File: config.mk
export PLATFORM = sky130hd
export DESIGN_NAME = doorbell_key_press_classifier_unit
export DESIGN_NICKNAME = d
export VERILOG_FILES = /design/src/dkpc_pkg.sv /design/src/dkpc_step.sv /design/src/doorbell_key_press_classifier_unit.sv
export SDC_FILE = /design/constraint.sdc
export NUM_CORES = 1
export LEC_CHECK = 0
export ABC_CLOCK_PERIOD_IN_PS = 10100
export BUFFER_PORTS_ARGS = -buffer_cell sky130_fd_sc_hd__buf_2
export CORE_MARGIN = 2
export CORE_UTILIZATION = 40
export CTS_BUF_LIST = sky130_fd_sc_hd__clkbuf_8
export DETAILED_ROUTE_END_ITERATION = 10
export SYNTH_ARGS = -nofsm -noshare
export SYNTH_HDL_FRONTEND = slang
export SYNTH_SLANG_ARGS = --single-unit
File: constraint.sdc
create_clock -name clk -period 10.1 [get_ports clk]
set_input_delay 0.505 -clock clk [delete_from_list [all_inputs] [get_ports clk]]
set_output_delay 0.505 -clock clk [all_outputs]
set_load 0.05 [all_outputs]
File: src/dkpc_pkg.sv
// ----------------------------------------------------------------------------
// dkpc_pkg
// Shared types and constants of the doorbell key press classifier.
// ----------------------------------------------------------------------------
package dkpc_pkg;

  localparam int unsigned CFG_ADDR_W = 5;

  // Minimum hold time of a short press, in milliseconds.
  localparam logic [31:0] DEBOUNCE_MS = 32'd50;

  localparam logic [7:0]  HOLD_UNSET    = 8'hFF;
  localparam logic [7:0]  HOLD_DEFAULT  = 8'd10;
  localparam logic [3:0]  SUPP_UNSET    = 4'hF;
  localparam logic [3:0]  SUPP_DEFAULT  = 4'd3;
  localparam logic [14:0] MS_PER_TENTH  = 15'd100;
  localparam logic [13:0] MS_PER_SEC    = 14'd1000;

  typedef enum logic [2:0] {
    REG_ENABLED,
    REG_NOT_INVERTED,
    REG_ACTIVE_HIGH,
    REG_LONG_PRESS_TENTHS,
    REG_SUPPRESS_COUNT,
    REG_SUPPRESS_SECONDS,
    REG_REPEAT_LONG,
    REG_CHANNEL_NUMBER
  } reg_idx_t;

  typedef enum logic [1:0] {
    BUZ_NONE,
    BUZ_SUCCESS,
    BUZ_BLOCKED
  } buzz_t;

  typedef struct packed {
    logic       enabled;
    logic       not_inverted;
    logic       active_high;
    logic [7:0] long_press_tenths;
    logic [3:0] suppress_count;
    logic [3:0] suppress_seconds;
    logic       repeat_long;
    logic [7:0] channel_number;
  } dkpc_cfg_t;

  typedef struct packed {
    logic [31:0] clock_ms;
    logic [31:0] press_start_ms;
    logic [31:0] last_press_start_ms;
    logic [31:0] last_long_ms;
    logic [7:0]  press_counter;
    logic [3:0]  suppress_left;
  } dkpc_state_t;

  typedef struct packed {
    logic       event_valid;
    logic       event_long;
    logic [7:0] press_number;
    logic [7:0] event_channel;
    buzz_t      buzzer_request;
    logic       buzzer_force;
  } dkpc_result_t;

endpackage

File: src/dkpc_step.sv
// ----------------------------------------------------------------------------
// dkpc_step
// Classification of one millisecond tick: next state and result transaction.
// ----------------------------------------------------------------------------
module dkpc_step import dkpc_pkg::*; (
  input  dkpc_cfg_t    cfg,
  input  dkpc_state_t  st,
  input  logic         pin_level,
  input  logic         line_busy,
  output dkpc_state_t  st_nxt,
  output dkpc_result_t res
);

  logic [31:0] clk_inc;
  logic [31:0] now;
  logic [7:0]  hold_tenths;
  logic [3:0]  cnt;
  logic [3:0]  secs;
  logic [14:0] hold_ms;
  logic [13:0] window;
  logic        released;
  logic [31:0] since_press;
  logic [31:0] since_last_press;
  logic [31:0] since_long;
  logic [3:0]  sl;
  logic [7:0]  counter_inc;

  assign clk_inc     = st.clock_ms + 32'd1;
  // Time zero is reserved as the "not pressed" mark, so it reads as one.
  assign now         = (clk_inc == 32'd0) ? 32'd1 : clk_inc;
  assign hold_tenths = (cfg.long_press_tenths == HOLD_UNSET) ? HOLD_DEFAULT
                                                             : cfg.long_press_tenths;
  assign cnt         = (cfg.suppress_count == SUPP_UNSET) ? SUPP_DEFAULT
                                                          : cfg.suppress_count;
  assign secs        = (cfg.suppress_seconds == SUPP_UNSET) ? SUPP_DEFAULT
                                                            : cfg.suppress_seconds;
  assign hold_ms     = 15'(hold_tenths) * MS_PER_TENTH;
  assign window      = 14'(secs) * MS_PER_SEC;
  assign released    = cfg.active_high ^ pin_level ^ ~cfg.not_inverted;

  assign since_press      = now - st.press_start_ms;
  assign since_last_press = now - st.last_press_start_ms;
  assign since_long       = now - st.last_long_ms;
  assign counter_inc      = st.press_counter + 8'd1;

  // The suppression window expires only while no long event is outstanding.
  assign sl = ((st.suppress_left != 4'd0) && (st.last_long_ms == 32'd0) &&
               (since_last_press >= 32'(window))) ? 4'd0 : st.suppress_left;

  always_comb begin
    st_nxt          = st;
    res             = '0;
    st_nxt.clock_ms = clk_inc;
    if (cfg.enabled) begin
      st_nxt.suppress_left = sl;
      if (released) begin
        if (st.press_start_ms != 32'd0) begin
          if ((since_press >= DEBOUNCE_MS) && (st.last_long_ms == 32'd0)) begin
            if (sl == 4'd0) begin
              st_nxt.press_counter = counter_inc;
              res.event_valid      = 1'b1;
              res.press_number     = counter_inc;
              res.event_channel    = cfg.channel_number;
              if (!line_busy) begin
                st_nxt.suppress_left = cnt;
                res.buzzer_request   = BUZ_SUCCESS;
                res.buzzer_force     = 1'b1;
              end
            end else begin
              st_nxt.suppress_left = sl - 4'd1;
              res.buzzer_request   = BUZ_BLOCKED;
            end
          end
          st_nxt.press_start_ms = 32'd0;
        end
      end else if (st.press_start_ms != 32'd0) begin
        if (st.last_long_ms != 32'd0) begin
          // A long repeat counts as sent even on a busy bus.
          if ((since_long >= 32'(window)) && cfg.repeat_long) begin
            res.event_valid      = 1'b1;
            res.event_long       = 1'b1;
            res.press_number     = st.press_counter;
            res.event_channel    = cfg.channel_number;
            st_nxt.last_long_ms  = now;
            st_nxt.suppress_left = cnt;
            res.buzzer_request   = BUZ_SUCCESS;
          end
        end else if (since_press >= 32'(hold_ms)) begin
          if (sl == 4'd0) begin
            st_nxt.press_counter = counter_inc;
            res.event_valid      = 1'b1;
            res.event_long       = 1'b1;
            res.press_number     = counter_inc;
            res.event_channel    = cfg.channel_number;
            if (!line_busy) begin
              st_nxt.last_long_ms  = now;
              st_nxt.suppress_left = cnt;
              res.buzzer_request   = BUZ_SUCCESS;
            end
          end
        end
      end else begin
        st_nxt.press_start_ms      = now;
        st_nxt.last_press_start_ms = now;
        st_nxt.last_long_ms        = 32'd0;
      end
    end
  end

endmodule

File: src/doorbell_key_press_classifier_unit.sv
// ----------------------------------------------------------------------------
// doorbell_key_press_classifier_unit
// Classifies debounced key presses into short, long and repeated long events.
// ----------------------------------------------------------------------------
// The result of an accepted tick is loaded into the output register in the next cycle.
// Throughput: one tick per cycle; the tick is classified in a single pass of
// compare logic against the state registers. A new tick is taken in the same
// cycle the held result leaves, and a result held by the receiver stalls input.
// Reset: synchronous, active low; key state and output valid are cleared and
// registers take their documented defaults; the result payload is not reset.
module doorbell_key_press_classifier_unit import dkpc_pkg::*; (
  input  logic                  clk,
  input  logic                  rst_n,
  input  logic                  in_valid,
  output logic                  in_ready,
  input  logic                  in_pin_level,
  input  logic                  in_line_busy,
  output logic                  out_valid,
  input  logic                  out_ready,
  output logic                  out_event_valid,
  output logic                  out_event_long,
  output logic [7:0]            out_press_number,
  output logic [7:0]            out_event_channel,
  output logic [1:0]            out_buzzer_request,
  output logic                  out_buzzer_force,
  input  logic                  psel,
  input  logic                  penable,
  input  logic                  pwrite,
  input  logic [CFG_ADDR_W-1:0] paddr,
  input  logic [31:0]           pwdata,
  output logic [31:0]           prdata,
  output logic                  pready
);

  dkpc_cfg_t    cfg_r;
  dkpc_state_t  st_r;
  dkpc_state_t  st_nxt;
  dkpc_result_t res_nxt;
  dkpc_result_t res_r;
  logic         out_valid_r;
  logic         in_accept;
  logic         cfg_write;
  reg_idx_t     reg_idx;

  assign pready    = 1'b1;
  assign cfg_write = psel & penable & pwrite;
  assign reg_idx   = reg_idx_t'(paddr[CFG_ADDR_W-1:2]);
  assign in_ready  = !out_valid_r || out_ready;
  assign in_accept = in_valid && in_ready;

  always_ff @(posedge clk) begin
    if (!rst_n) begin
      cfg_r.enabled           <= 1'b1;
      cfg_r.not_inverted      <= 1'b1;
      cfg_r.active_high       <= 1'b0;
      cfg_r.long_press_tenths <= HOLD_DEFAULT;
      cfg_r.suppress_count    <= SUPP_DEFAULT;
      cfg_r.suppress_seconds  <= SUPP_DEFAULT;
      cfg_r.repeat_long       <= 1'b0;
      cfg_r.channel_number    <= 8'd0;
    end else if (cfg_write) begin
      case (reg_idx)
        REG_ENABLED:           cfg_r.enabled           <= pwdata[0];
        REG_NOT_INVERTED:      cfg_r.not_inverted      <= pwdata[0];
        REG_ACTIVE_HIGH:       cfg_r.active_high       <= pwdata[0];
        REG_LONG_PRESS_TENTHS: cfg_r.long_press_tenths <= pwdata[7:0];
        REG_SUPPRESS_COUNT:    cfg_r.suppress_count    <= pwdata[3:0];
        REG_SUPPRESS_SECONDS:  cfg_r.suppress_seconds  <= pwdata[3:0];
        REG_REPEAT_LONG:       cfg_r.repeat_long       <= pwdata[0];
        REG_CHANNEL_NUMBER:    cfg_r.channel_number    <= pwdata[7:0];
        default: ;
      endcase
    end
  end

  always_comb begin
    case (reg_idx)
      REG_ENABLED:           prdata = 32'(cfg_r.enabled);
      REG_NOT_INVERTED:      prdata = 32'(cfg_r.not_inverted);
      REG_ACTIVE_HIGH:       prdata = 32'(cfg_r.active_high);
      REG_LONG_PRESS_TENTHS: prdata = 32'(cfg_r.long_press_tenths);
      REG_SUPPRESS_COUNT:    prdata = 32'(cfg_r.suppress_count);
      REG_SUPPRESS_SECONDS:  prdata = 32'(cfg_r.suppress_seconds);
      REG_REPEAT_LONG:       prdata = 32'(cfg_r.repeat_long);
      REG_CHANNEL_NUMBER:    prdata = 32'(cfg_r.channel_number);
      default:               prdata = 32'd0;
    endcase
  end

  dkpc_step u_step (
    .cfg       (cfg_r),
    .st        (st_r),
    .pin_level (in_pin_level),
    .line_busy (in_line_busy),
    .st_nxt    (st_nxt),
    .res       (res_nxt)
  );

  always_ff @(posedge clk) begin
    if (!rst_n) begin
      st_r        <= '0;
      out_valid_r <= 1'b0;
    end else begin
      if (in_accept) begin
        st_r        <= st_nxt;
        out_valid_r <= 1'b1;
      end else if (out_ready) begin
        out_valid_r <= 1'b0;
      end
    end
  end

  // Result payload; only loaded when a transaction is accepted.
  always_ff @(posedge clk) begin
    if (in_accept) begin
      res_r <= res_nxt;
    end
  end

  assign out_valid          = out_valid_r;
  assign out_event_valid    = res_r.event_valid;
  assign out_event_long     = res_r.event_long;
  assign out_press_number   = res_r.press_number;
  assign out_event_channel  = res_r.event_channel;
  assign out_buzzer_request = 2'(res_r.buzzer_request);
  assign out_buzzer_force   = res_r.buzzer_force;

  a_clock_advances: assert property (@(posedge clk) disable iff (!rst_n)
    in_accept |=> st_r.clock_ms == $past(st_r.clock_ms) + 32'd1)
    else $error("millisecond clock did not advance by one per tick");

  a_counter_with_event: assert property (@(posedge clk) disable iff (!rst_n)
    in_accept |=> (st_r.press_counter == $past(st_r.press_counter)) ||
                  (out_event_valid && (out_press_number == st_r.press_counter)))
    else $error("press counter moved without a matching event");

  a_no_event_zero: assert property (@(posedge clk) disable iff (!rst_n)
    (out_valid && !out_event_valid) |->
      (!out_event_long && (out_press_number == 8'd0) && (out_event_channel == 8'd0)))
    else $error("event fields set without an event");

  a_force_needs_tune: assert property (@(posedge clk) disable iff (!rst_n)
    (out_valid && out_buzzer_force) |-> (res_r.buzzer_request == BUZ_SUCCESS))
    else $error("buzzer force without a success tune");

  a_disabled_quiet: assert property (@(posedge clk) disable iff (!rst_n)
    (in_accept && !cfg_r.enabled) |=>
      ((st_r.press_start_ms == $past(st_r.press_start_ms)) &&
       !out_event_valid && (res_r.buzzer_request == BUZ_NONE)))
    else $error("disabled block changed key state or raised an event");

endmodule

# == After elaboration in Yosys (flattened, before gate mapping) ==
# Cells that the tools add are included.
# word_totals
register_bits,190
in_bits,46
out_inout_bits,56
wordCells,134
# op_classes
add_sub_neg,6
reduce_logical,31
n_mux,44
n_mul,2
bitwise,8
n_eq_ne,18
order_cmp,4
# ops
op,n
case mux 32 bit (8 select lines),1
2-to-1 mux 32 bit,7
2-to-1 mux 20 bit,5
subtractor 32 bit,3
2-to-1 mux 44 bit,2
>= comparator 32 x 14 -> 1 bit,2
zero test 32 bit,2
2-to-1 mux 64 bit,1
nonzero test 32 bit,2
2-to-1 mux 12 bit,4
2-to-1 mux 19 bit,2
adder 32 x 1 -> 32 bit (second input constant),1
>= comparator 32 x 15 -> 1 bit,1
>= comparator 32 x 6 -> 1 bit (second input constant),1
2-to-1 mux 4 bit,7
2-to-1 mux 8 bit,3
2-to-1 mux 18 bit,1
AND reduction 2 bit,9
2-to-1 mux 16 bit,1
AND reduction 7 bit,2
multiplier 8 x 5 -> 13 bit (second input constant),1
equality test 3 bit (second input constant),4
!= test 3 bit (second input constant),4
multiplier 4 x 7 -> 11 bit (second input constant),1
other kinds (23),46

# == Logic depth before layout (Yosys ltp) ==
# Gate-level depths: netlist of the first run.
# depth
word_depth,13
ltp_mapped,44
mapped_depth_nobuf,43

# == Hierarchy ==
# Synthesis of the first run repeated with hierarchy kept, for this count alone.
# unflattened
cells_unflattened,3000
hier_area_um2,21536.9
# by_module_without_submodules
module,cells_each,n_inst,area_per_inst_um2,seq_area_each_um2
dkpc_step,2164,1,14094.8,0.0
doorbell_key_press_classifier_unit,836,1,7442.1,4013.8

# == Worst setup path after synthesis of the first run ==
# Ideal clock, no wire load.
# synth_timing
path_type,register to register
start,reg st_r[108] (netlist name)
end,reg st_r[21] (netlist name)
n_path_buf,3
setup_ps,117
t_arrival_ps,9449
required_ps,9983
synth_period_minus_slack_ps,9566
path_slack_ps,534
stages_incl_launch_ff,42
path_cell_list,dfxtp_1 ha_1 nand2_1 nor4_2 nand3_1 or3_1 or2_2 or4_1 xnor2_1 nor4_1 nand4_1 and2_1 clkbuf_1 fa_1 a211o_1 a21o_1 a211oi_1 a2111oi_0 [... 6 more ...] a2111oi_0 o2111ai_1 a2111oi_0 nand3_1 or4_4 nor4_4 nor2_1 nor2_1 inv_1 ha_1 inv_1 nor2_1 nand3b_4 o21ai_2 and2_0 clkbuf_1 buf_2 a22o_1
# synth_via
elab_chain_cells,10
word_cells_on_any_way,23
cone_classes,4 x add/sub; 3 x order compare; 3 x eq/ne; 8 x mux; 5 x reduce/logical
# synth_lines
item,line_no,rtl
"start, declared",doorbell_key_press_classifier_unit.sv:36,dkpc_state_t st_r;
"start signal, assigned",doorbell_key_press_classifier_unit.sv:105,st_r <= st_nxt;
adder 32 x 1 -> 32 bit (*),dkpc_step.sv:28,assign clk_inc = st.clock_ms + 32'd1;
zero test 32 bit,dkpc_step.sv:30,assign now = (clk_inc == 32'd0) ? 32'd1 : clk_inc;
2-to-1 mux 32 bit (*),dkpc_step.sv:30,
net u_step.now[30],dkpc_step.sv:15,logic [31:0] now;
subtractor 32 bit,dkpc_step.sv:42,assign since_last_press = now - st.last_press_start_ms;
>= comparator 32 x 14 -> 1 bit,dkpc_step.sv:48,(since_last_press >= 32'(window))) ? 4'd0 : st.suppress_left;
logical AND 1 bit,dkpc_step.sv:47,assign sl = ((st.suppress_left != 4'd0) && (st.last_long_ms == 32'd0) &&
2-to-1 mux 4 bit,dkpc_step.sv:48,
zero test 4 bit,dkpc_step.sv:89,if (sl == 4'd0) begin
!= test 3 bit (no source line),--,
AND reduction 7 bit (no source line) (*),--,
# The timed path passes the listed nets; every way through them passes the cells marked *. The select of a mux whose other input is x is not followed.
# A chain may end at the register's enable or synchronous reset.

# == Final worst setup path of the first run ==
# layout_timing
start,reg st_r[109] (netlist name)
end,reg st_r[0] (netlist name)
# layout_via
elab_chain_cells,13
word_cells_on_any_way,26
cone_classes,5 x add/sub; 4 x order compare; 12 x mux; 5 x reduce/logical
# layout_lines
item,line_no,rtl
adder 32 x 1 -> 32 bit (*),dkpc_step.sv:28,
zero test 32 bit,dkpc_step.sv:30,
2-to-1 mux 32 bit (*),dkpc_step.sv:30,
net u_step.now[30],dkpc_step.sv:15,
"parallel branches: the longest is 9 deep, another holds subtractor 32 bit",--,
2-to-1 mux 12 bit (*),dkpc_step.sv:56,if (released) begin
# Mark *: on every way through the listed nets, which the timed path passes. The select of a mux whose other input is x is not followed.

==> impl_metrics.py, run 1 <==
metrics = {
    "global_route": {
        "antenna_found_initial": 0,
        "grt_pass1_vias": 16442,
        "grt_max_degree": 75,
        "grt_usage_pct": 24.03,
        "grt_pass1_wl_mm": 89.53,
        "grt_overflow": 0,
    },
    "sta": {
        "final_max_slew_viol_count": 0,
        "fmax_ghz": 0.1055,
        "layout_min_cycle_time_ns": 9.481,
        "min_period_over_period_pct": 93.87,
        "hold_viol_final": 0,
        "finalWorstSetupSlack_ns": 0.6191,
        "setup_tns_ns": 0,
        "max_slew_margin_pct": 20.13,
        "finalSetupViolCount": 0,
        "worst_pin_slew_ns": 1.194,
        "grt_setup_unrepaired": "no",
        "fin_skew_ns": 0.02448,
    },
    "synth": {
        "synth_flop_cell": "dfxtp_1",
        "syn-cell-area_sq_um": 17790,
        "synth_edf_count": 21,
        "yosysUniqueCellTypes": 100,
        "yosysWarnings": 0,
        "synth-async-reset-ratio_pct": 0,
        "synth-seq-cells": 190,
        "seq_area_frac_synth_pct": 22.56,
        "synth_top_area_cell": "dfxtp_1",
        "synth.area.top_cells": "dfxtp_1, ha_1, nor2_1, a21oi_1, inv_1",
        "syn_inst": 2301,
        "postSynthAreaPerCell_sq_um": 7.732,
        "yosysTopAreaCellShare_pct": 19.02,
    },
    "floorplan": {
        "start_util_pct": 40.41,
        "die_h_um": 214.9,
        "ios": 102,
        "core_sq_um": 44030,
        "fp.dieW_um": 214.9,
        "die-area_sq_um": 46180,
        "fp-row-count": 77,
    },
    "critical_path": {
        "critPathMaxFanout": 7,
        "cp-end-kind": "flip-flop",
        "arrival_ns": 9.94,
        "cp_slowest_stage_delay_ns": 0.57,
        "path_buf_inv": 7,
        "cp.required_ns": 10.56,
        "slowest_stage": "or4_1",
        "worstSetupPathType": "flip-flop to flip-flop",
        "critical_path.top_delay_family": "simple AND/OR/NAND/NOR gates",
        "start_kind": "flip-flop",
    },
    "finish": {
        "layout-drive-gt1-share_pct": 9.134,
        "n_antenna_cell": 0,
        "nets": 2557,
        "area_growth_pct": 8.285,
        "stdcell_area_sq_um": 19260,
        "fin_util_pct": 43.76,
    },
    "pwr": {
        "vdd_drop_max_mv": 0.08731,
        "power_density_nw_per_um2": 106.4,
        "leakagePower_nw": 8.560,
        "total_power_mw": 2.049,
    },
    "hold_path": {
        "hp-class": "input port to flip-flop",
    },
    "routing": {
        "ant_nets": 0,
        "wl_met3_mm": 3.194,
        "route.met2.wl_mm": 24.79,
        "dr.max_layer_used": "met4",
        "drt-total-wl_mm": 56.04,
        "viasPerCell": 5.918,
        "first_iter_violations": 1285,
        "dr.pass1.iters": 5,
        "wl_per_cell_um": 19.10,
        "vias": 17370,
        "wl_met1_mm": 26.32,
        "drc": 0,
    },
    "place": {
        "post-dp-hpwl_mm": 44.09,
        "place.gp.congestion": 0.8892,
        "dp_slack_ns": 0.01390,
        "portBuffers": 50,
        "place_area_sq_um": 18800,
    },
    "clock_network": {
        "ctsRootBufferMaster": "clkbuf_8",
        "clock-sinks": 190,
        "clk_pin_slew_ns": 0.12,
        "cts_tree": "yes",
        "numCtsBuffers": 17,
        "htreeDepth": 4,
        "clk_latency_ns": 0.54,
        "max-clock-path-buffers": 2,
    },
    "job": {
        "maxCapViolCount": 0,
    },
    "status": {
        "status": "complete, no violations",
    },
}
## layout make-up
class                      count  area, sq um
clock buffer                  18        247.7
fill                        4500        24760
inverter                     189        711.9
multi-input combinational   1813        12600
tap                          592        740.7
timing repair buffer         119        809.5
sequential                   190         4014
clock inverter                14        142.6
## sequential cells by signal, indices dropped and copies added (netlist names)
name	count
out_buzzer_force	1
out_event_valid	1
out_event_long	1
st_r	140
out_event_channel	8
out_press_number	8
out_buzzer_request	2
cfg_r	28
out_valid	1
## path summary, 6_finish.rpt
check / from / end / slack [ns] / depth (start not counted)
max: st_r[109]$_SDFFE_PN0P_ / st_r[0]$_SDFFE_PN0P_ / 0.62 / 44
max reg2reg: st_r[109]$_SDFFE_PN0P_ / st_r[0]$_SDFFE_PN0P_ / 0.62 / 44
min: in_valid / out_valid$_SDFFE_PN0P_ / 0.21 / 3
min reg2reg: st_r[45]$_SDFFE_PN0P_ / st_r[45]$_SDFFE_PN0P_ / 0.47 / 2
## worst min-delay path, cell delays in order
cell,delay (ns)
buf_2,0.11
inv_1,0.04
a21oi_1,0.05
## cell usage after synthesis (28+ instances only)
cell        n
nor2_1    234
inv_1     189
ha_1      170
dfxtp_1   169
nand2_1   157
a21oi_1   150
o21ai_0   107
clkbuf_1   83
xnor2_1    71
nand3_1    64
a211oi_1   55
xor2_1     51
a21o_1     49
nor3_1     43
mux2i_1    42
nand4_1    42
and3_1     40
nor4_1     38
a22o_1     37
a22oi_1    34
o211ai_1   28
o21a_1     28
or3_1      28
## cell usage in the layout (no fill, tap or decap), types with 36 or more instances in the layout
cell	instances
and3_1	40
nor2_1	234
ha_1	170
o21ai_0	107
a22o_1	37
dfxtp_1	169
xnor2_1	70
inv_1	188
buf_2	50
nand3_1	64
a211oi_1	54
nand2_1	157
a21oi_1	150
buf_4	65
xor2_1	51
nor3_1	43
a21o_1	49
nand4_1	42
nor4_1	36
mux2i_1	42
## report_power, final
part / switching (mW) / leakage, nW / internal [mW] / total [mW]
registers: 0.0122 / 1.58 / 0.784 / 0.797
clock network: 0.321 / 0.199 / 0.210 / 0.531
logic: 0.452 / 6.78 / 0.270 / 0.722
## timing repair
action | 4_1_cts | 5_1_grt
setup endpoints to repair | 33 | 65
setup buffers | 1 | 1
pin swaps | 1 | 7
hold buffers | 0 | 0
gates resized for setup | 0 | 14
## per-layer routing
| layer | GRT usage [%] | up-vias |
|---|---|---|
| met2 | 37.75 | 502 |
| met1 | 33.33 | 8394 |
| met4 | 8.333 | 0 |
| met3 | 3.836 | 76 |
| li1 | - | 8398 |
| met5 | 0 | - |
## stage by stage
step           instances  hold slack (ns)
2_1_floorplan       2324           0.4363
3_3_place_gp        2901           0.4445
3_5_place_dp        2901           0.4520
4_1_cts             2934           0.1763
5_1_grt             2935           0.1939
6_report            2935           0.2100
## cell families after synthesis
| group | share of synthesized area (%) |
|---|---|
| AOI/OAI and AO/OA | 25.32 |
| other | 0.04221 |
| xor gates and xnor gates | 6.512 |
| DFF | 22.56 |
| muxes | 2.490 |
| and+or+nand+nor | 22.27 |
| adders and majority gates | 13.36 |
| buffers and inverters | 7.441 |
Power figures use the tool's default switching activity.
==> run 2, diff against run 1 <==
==> constraint.sdc (replaced) <==
create_clock -name clk -period 10.1 [get_ports clk]
set_input_delay 1.01 -clock clk [delete_from_list [all_inputs] [get_ports clk]]
set_output_delay 1.01 -clock clk [all_outputs]
set_load 0.05 [all_outputs]
==> impl_metrics.py, run 2 (synthesis gave the netlist of run 1 again) <==
metrics = {
    "hold_path": {
        "hold_path_depth": 2,
        "min_from": "st_r[74]$_SDFFE_PN0P_",
        "hp-class": "flip-flop to flip-flop",
        "hold_end": "st_r[74]$_SDFFE_PN0P_",
    },
    "floorplan": {
        "fp-row-count": 77,
        "start_util_pct": 40.41,
        "ios": 102,
        "fp.dieW_um": 214.9,
        "die-area_sq_um": 46180,
        "die_h_um": 214.9,
        "core_sq_um": 44030,
    },
    "finish": {
        "layout-drive-gt1-share_pct": 9.404,
        "nets": 2564,
        "fin_util_pct": 43.88,
        "largest_reg_flops": 140,
        "final_cell_mix": "nor2_1, inv_1, ha_1, dfxtp_1, nand2_1",
        "fillers": 4495,
        "largest_register": "st_r",
        "n_antenna_cell": 0,
        "final_common_cell": "nor2_1",
        "area_growth_pct": 8.594,
        "top_regs": "st_r (140), cfg_r (28)",
    },
    "critical_path": {
        "timing.critical_path.mode_cell": "o21ai_0",
        "path_buf_inv": 3,
        "cp.required_ns": 10.60,
        "r2r-start": "st_r[109]$_SDFFE_PN0P_",
        "cp-end-kind": "flip-flop",
        "worstSetupPathType": "flip-flop to flip-flop",
        "critical_path.top_delay_family": "simple AND/OR/NAND/NOR gates",
        "timing.rr.end": "st_r[42]$_SDFFE_PN0P_",
        "arrival_ns": 9.96,
        "critPathMaxFanout": 32,
        "ff2ff_path_depth": 37,
        "ff2ff_setup_slack_ns": 0.64,
        "cp_slowest_stage_delay_ns": 0.52,
        "start_kind": "flip-flop",
        "slowest_stage": "or4_1",
    },
    "sta": {
        "finalSetupViolCount": 0,
        "min_period_over_period_pct": 93.66,
        "worst_pin_slew_ns": 1.124,
        "layout_min_cycle_time_ns": 9.459,
        "final_max_slew_viol_count": 0,
        "grt_setup_unrepaired": "yes",
        "fmax_ghz": 0.1057,
        "setup_tns_ns": 0,
        "hold_viol_final": 0,
        "holdWs_ns": 0.4739,
        "max_slew_margin_pct": 24.86,
        "fin_skew_ns": 0.02580,
    },
    "clock_network": {
        "clk_pin_slew_ns": 0.10,
        "cts_tree": "yes",
        "max-clock-path-buffers": 2,
        "clock-sinks": 190,
        "clk_latency_ns": 0.57,
        "htreeDepth": 4,
        "numCtsBuffers": 17,
        "ctsRootBufferMaster": "clkbuf_8",
        "holdBufCountCts": 0,
    },
    "job": {
        "maxCapViolCount": 0,
    },
    "routing": {
        "drc": 0,
        "viasPerCell": 5.891,
        "ant_nets": 0,
        "first_iter_violations": 1677,
        "vias": 17332,
        "dr.pass1.iters": 6,
        "drt-total-wl_mm": 55.49,
        "wl_per_cell_um": 18.86,
    },
    "global_route": {
        "grt_pass1_vias": 15942,
        "grt_pass1_wl_mm": 87.44,
        "antenna_found_initial": 0,
        "grt_max_degree": 88,
        "grt_overflow": 0,
        "grt_usage_pct": 23.62,
    },
    "place": {
        "place.gp.congestion": 0.9526,
        "post-dp-hpwl_mm": 43.46,
        "portBuffers": 50,
    },
    "pwr": {
        "power_density_nw_per_um2": 106.7,
        "vdd_drop_max_mv": 0.09578,
        "leakagePower_nw": 8.583,
    },
    "status": {
        "status": "complete, no violations",
    },
}
## run 2: where the power goes
| group | leakage, nW | switching (mW) | internal, mW |
|---|---|---|---|
| Combinational | 6.81 | 0.455 | 0.273 |
| Sequential | 1.58 | 0.0119 | 0.784 |
| Clock | 0.196 | 0.315 | 0.222 |
| Total | 8.58 | 0.782 | 1.28 |
## run 2: worst max-delay path by stage
stage,start,end,slack [ns],cells after the start
floorplan,st_r[108]$_SDFFE_PN0P_,st_r[21]$_SDFFE_PN0P_,0.53,41
global placement,st_r[108]$_SDFFE_PN0P_,st_r[3]$_SDFFE_PN0P_,0.04,43
detailed placement,st_r[109]$_SDFFE_PN0P_,st_r[3]$_SDFFE_PN0P_,0.01,43
CTS,st_r[109]$_SDFFE_PN0P_,st_r[42]$_SDFFE_PN0P_,0.07,42
global route,st_r[109]$_SDFFE_PN0P_,st_r[3]$_SDFFE_PN0P_,-0.0006,47
finish,st_r[109]$_SDFFE_PN0P_,st_r[42]$_SDFFE_PN0P_,0.64,37
## run 2: metrics by stage
step	power, mW	cells	area, sq um	setup slack [ns]
2_1_floorplan	1.342	2324	17880	0.5338
6_report	2.062	2942	19320	0.6408
4_1_cts	2.064	2941	19260	0.07111
3_5_place_dp	1.520	2908	18860	0.01201
5_1_grt	2.173	2942	19320	-0.0006377
3_3_place_gp	1.511	2908	18860	0.04010
## run 2: final cells by class
cell class	instances	area [sq um]	share of cell area [%]
timing repair buffer	126	862.1	4.462
tap	592	740.7	3.834
clock buffer	17	234.0	1.211
sequential	190	4014	20.78
inverter	189	711.9	3.685
clock inverter	15	160.2	0.8290
multi-input combinational	1813	12600	65.20
## run 2: repair_timing
| item | 4_1_cts | 5_1_grt |
|---|---|---|
| pin swaps | 1 | 1 |
| gates resized for setup | 0 | 14 |
| endpoints found under the setup margin | 34 | 65 |
| setup buffers | 1 | 1 |
## run 2: layer usage
layer	up-vias	share of wire [%]	global-route usage [%]	routed length, um
met3	69	6.7	4.105	3723
met4	0	2.6	8.194	1419
met1	8292	47	32.75	25950
met5	-	0	0	0
li1	8418	-	-	-
met2	553	44	36.85	24400
## run 2: worst min-delay path: stages (launching register included)
cell	delay, ns
dfxtp_1	0.31
inv_1	0.06
a211oi_1	0.06
==> run 3, diff against run 2 <==
--- a/config.mk
+++ b/config.mk
@@ -7,7 +7,6 @@
 export LEC_CHECK = 0
 export ABC_CLOCK_PERIOD_IN_PS = 10100
 export BUFFER_PORTS_ARGS = -buffer_cell sky130_fd_sc_hd__buf_2
-export CORE_MARGIN = 2
 export CORE_UTILIZATION = 40
 export CTS_BUF_LIST = sky130_fd_sc_hd__clkbuf_8
 export DETAILED_ROUTE_END_ITERATION = 10
==> impl_metrics.py, run 3 (synthesis gave the netlist of run 1 again) <==
metrics = {
    "status": {
        "status": "complete, no violations",
    },
    "sta": {
        "setup_tns_ns": 0,
        "min_period_over_period_pct": 94.22,
        "max_slew_margin_pct": 29.07,
        "hold_viol_final": 0,
        "layout_min_cycle_time_ns": 9.516,
        "fmax_ghz": 0.1051,
        "finalSetupViolCount": 0,
        "fin_skew_ns": 0.02014,
        "worst_pin_slew_ns": 1.061,
        "final_max_slew_viol_count": 0,
        "grt_setup_unrepaired": "no",
    },
    "finish": {
        "nets": 2582,
        "area_growth_pct": 9.101,
        "stdcell_area_sq_um": 19410,
        "final_common_cell": "nor2_1",
        "final_cell_mix": "nor2_1, inv_1, ha_1, dfxtp_1, nand2_1",
        "layout-drive-gt1-share_pct": 10.14,
        "fillers": 4448,
        "largest_register": "st_r",
        "top_regs": "st_r (140), cfg_r (28)",
        "fin_util_pct": 44.66,
        "largest_reg_flops": 140,
    },
    "routing": {
        "first_iter_violations": 1351,
        "dr.pass1.iters": 5,
        "ant_nets": 0,
        "drc": 0,
        "wl_per_cell_um": 18.77,
        "vias": 17346,
        "drt-total-wl_mm": 55.45,
        "viasPerCell": 5.872,
    },
    "floorplan": {
        "fp.dieW_um": 212.9,
        "fp-row-count": 76,
        "core_sq_um": 43460,
        "die_h_um": 212.9,
        "start_util_pct": 40.94,
        "ios": 102,
        "die-area_sq_um": 45320,
    },
    "hold_path": {
        "hold_path_depth": 2,
        "hp-class": "flip-flop to flip-flop",
    },
    "place": {
        "portBuffers": 50,
        "place_area_sq_um": 18990,
        "place.gp.congestion": 0.9099,
        "post-dp-hpwl_mm": 43.66,
    },
    "clock_network": {
        "clock-sinks": 190,
        "clk_latency_ns": 0.52,
        "max-clock-path-buffers": 2,
        "cts_tree": "yes",
        "ctsRootBufferMaster": "clkbuf_8",
        "clk_pin_slew_ns": 0.11,
        "numCtsBuffers": 17,
        "htreeDepth": 4,
        "holdBufCountCts": 0,
    },
    "global_route": {
        "antenna_found_initial": 0,
        "grt_usage_pct": 24.41,
        "grt_pass1_wl_mm": 87.20,
        "grt_pass1_vias": 16046,
        "grt_overflow": 0,
        "grt_max_degree": 79,
    },
    "critical_path": {
        "worstSetupPathType": "flip-flop to flip-flop",
        "critPathMaxFanout": 7,
        "cp_slowest_stage_delay_ns": 0.57,
        "cp.required_ns": 10.54,
        "slowest_stage": "or4_4",
        "arrival_ns": 9.96,
        "cp-end-kind": "flip-flop",
        "timing.critical_path.mode_cell": "buf_4",
        "ff2ff_path_depth": 42,
        "start_kind": "flip-flop",
    },
    "pwr": {
        "power_density_nw_per_um2": 104.8,
        "total_power_mw": 2.035,
        "leakagePower_nw": 8.650,
        "vdd_drop_max_mv": 0.08497,
    },
    "job": {
        "maxCapViolCount": 0,
    },
}
## run 3: cell types whose count changed in the layout (fill, tap and decap cells not counted), moves of 2 or more
cell	change
buf_4	+19
bufinv_16	-2
clkbuf_8	+2
clkinvlp_4	-2
inv_4	+2
inv_8	+2
o21ai_0	-2
o21ai_1	+2
## run 3: worst max-delay path: cells and delay by family (launching register included)
kind,cells,cell delay [ns]
buffers and inverters,7,1.06
AO/OA/AOI/OAI,11,2.31
flip-flops,1,0.36
AND/OR/NAND/NOR,18,4.22
XOR/XNOR,2,0.30
adder cells (fa/ha/maj),4,1.17
## run 3: final timing paths
kind                               start                    end  slack, ns
setup reg to reg  st_r[108]$_SDFFE_PN0P_   st_r[0]$_SDFFE_PN0P_       0.58
hold reg to reg    st_r[45]$_SDFFE_PN0P_  st_r[45]$_SDFFE_PN0P_       0.46
hold / removal     st_r[45]$_SDFFE_PN0P_  st_r[45]$_SDFFE_PN0P_       0.46
setup / recovery  st_r[108]$_SDFFE_PN0P_   st_r[0]$_SDFFE_PN0P_       0.58
## run 3: timing repair
action                     4_1_cts  5_1_grt
setup buffers                    0        1
setup endpoints to repair        0       65
resized for setup                0       15
## run 3: final cells by class
type	instances	area [sq um]	area share, %
inverter	189	711.9	3.668
clock inverter	13	103.9	0.5350
multi-input combinational	1813	12590	64.87
antenna	1	2.502	0.01289
timing repair buffer	144	993.5	5.118
tap	585	732.0	3.771
clock buffer	19	261.5	1.347
sequential	190	4014	20.68
## run 3: per-layer routing
metal / vias to the layer above / GRT usage (%) / share of wire, %
li1: 8459 / - / -
met1: 8302 / 34.38 / 47
met2: 518 / 37.50 / 44
met3: 67 / 4.059 / 6.0
met4: 0 / 8.087 / 2.6
met5: - / 0 / 0
## run 3: report_power, final
part           switching, mW  internal [mW]  total, mW
Clock                  0.313          0.190      0.503
Sequential            0.0119          0.784      0.796
Combinational          0.453          0.283      0.735
Total                  0.778           1.26       2.03
## run 3: through the flow
stage / setup WS, ns / hold WS [ns] / std cells
6_report: 0.5841 / 0.4638 / 2954
5_1_grt: 0.05912 / 0.4783 / 2953
4_1_cts: 0.02162 / 0.4664 / 2952
3_5_place_dp: 0.09654 / 0.4519 / 2920
3_3_place_gp: 0.2700 / 0.4451 / 2920
2_1_floorplan: 0.5338 / 0.4363 / 2324
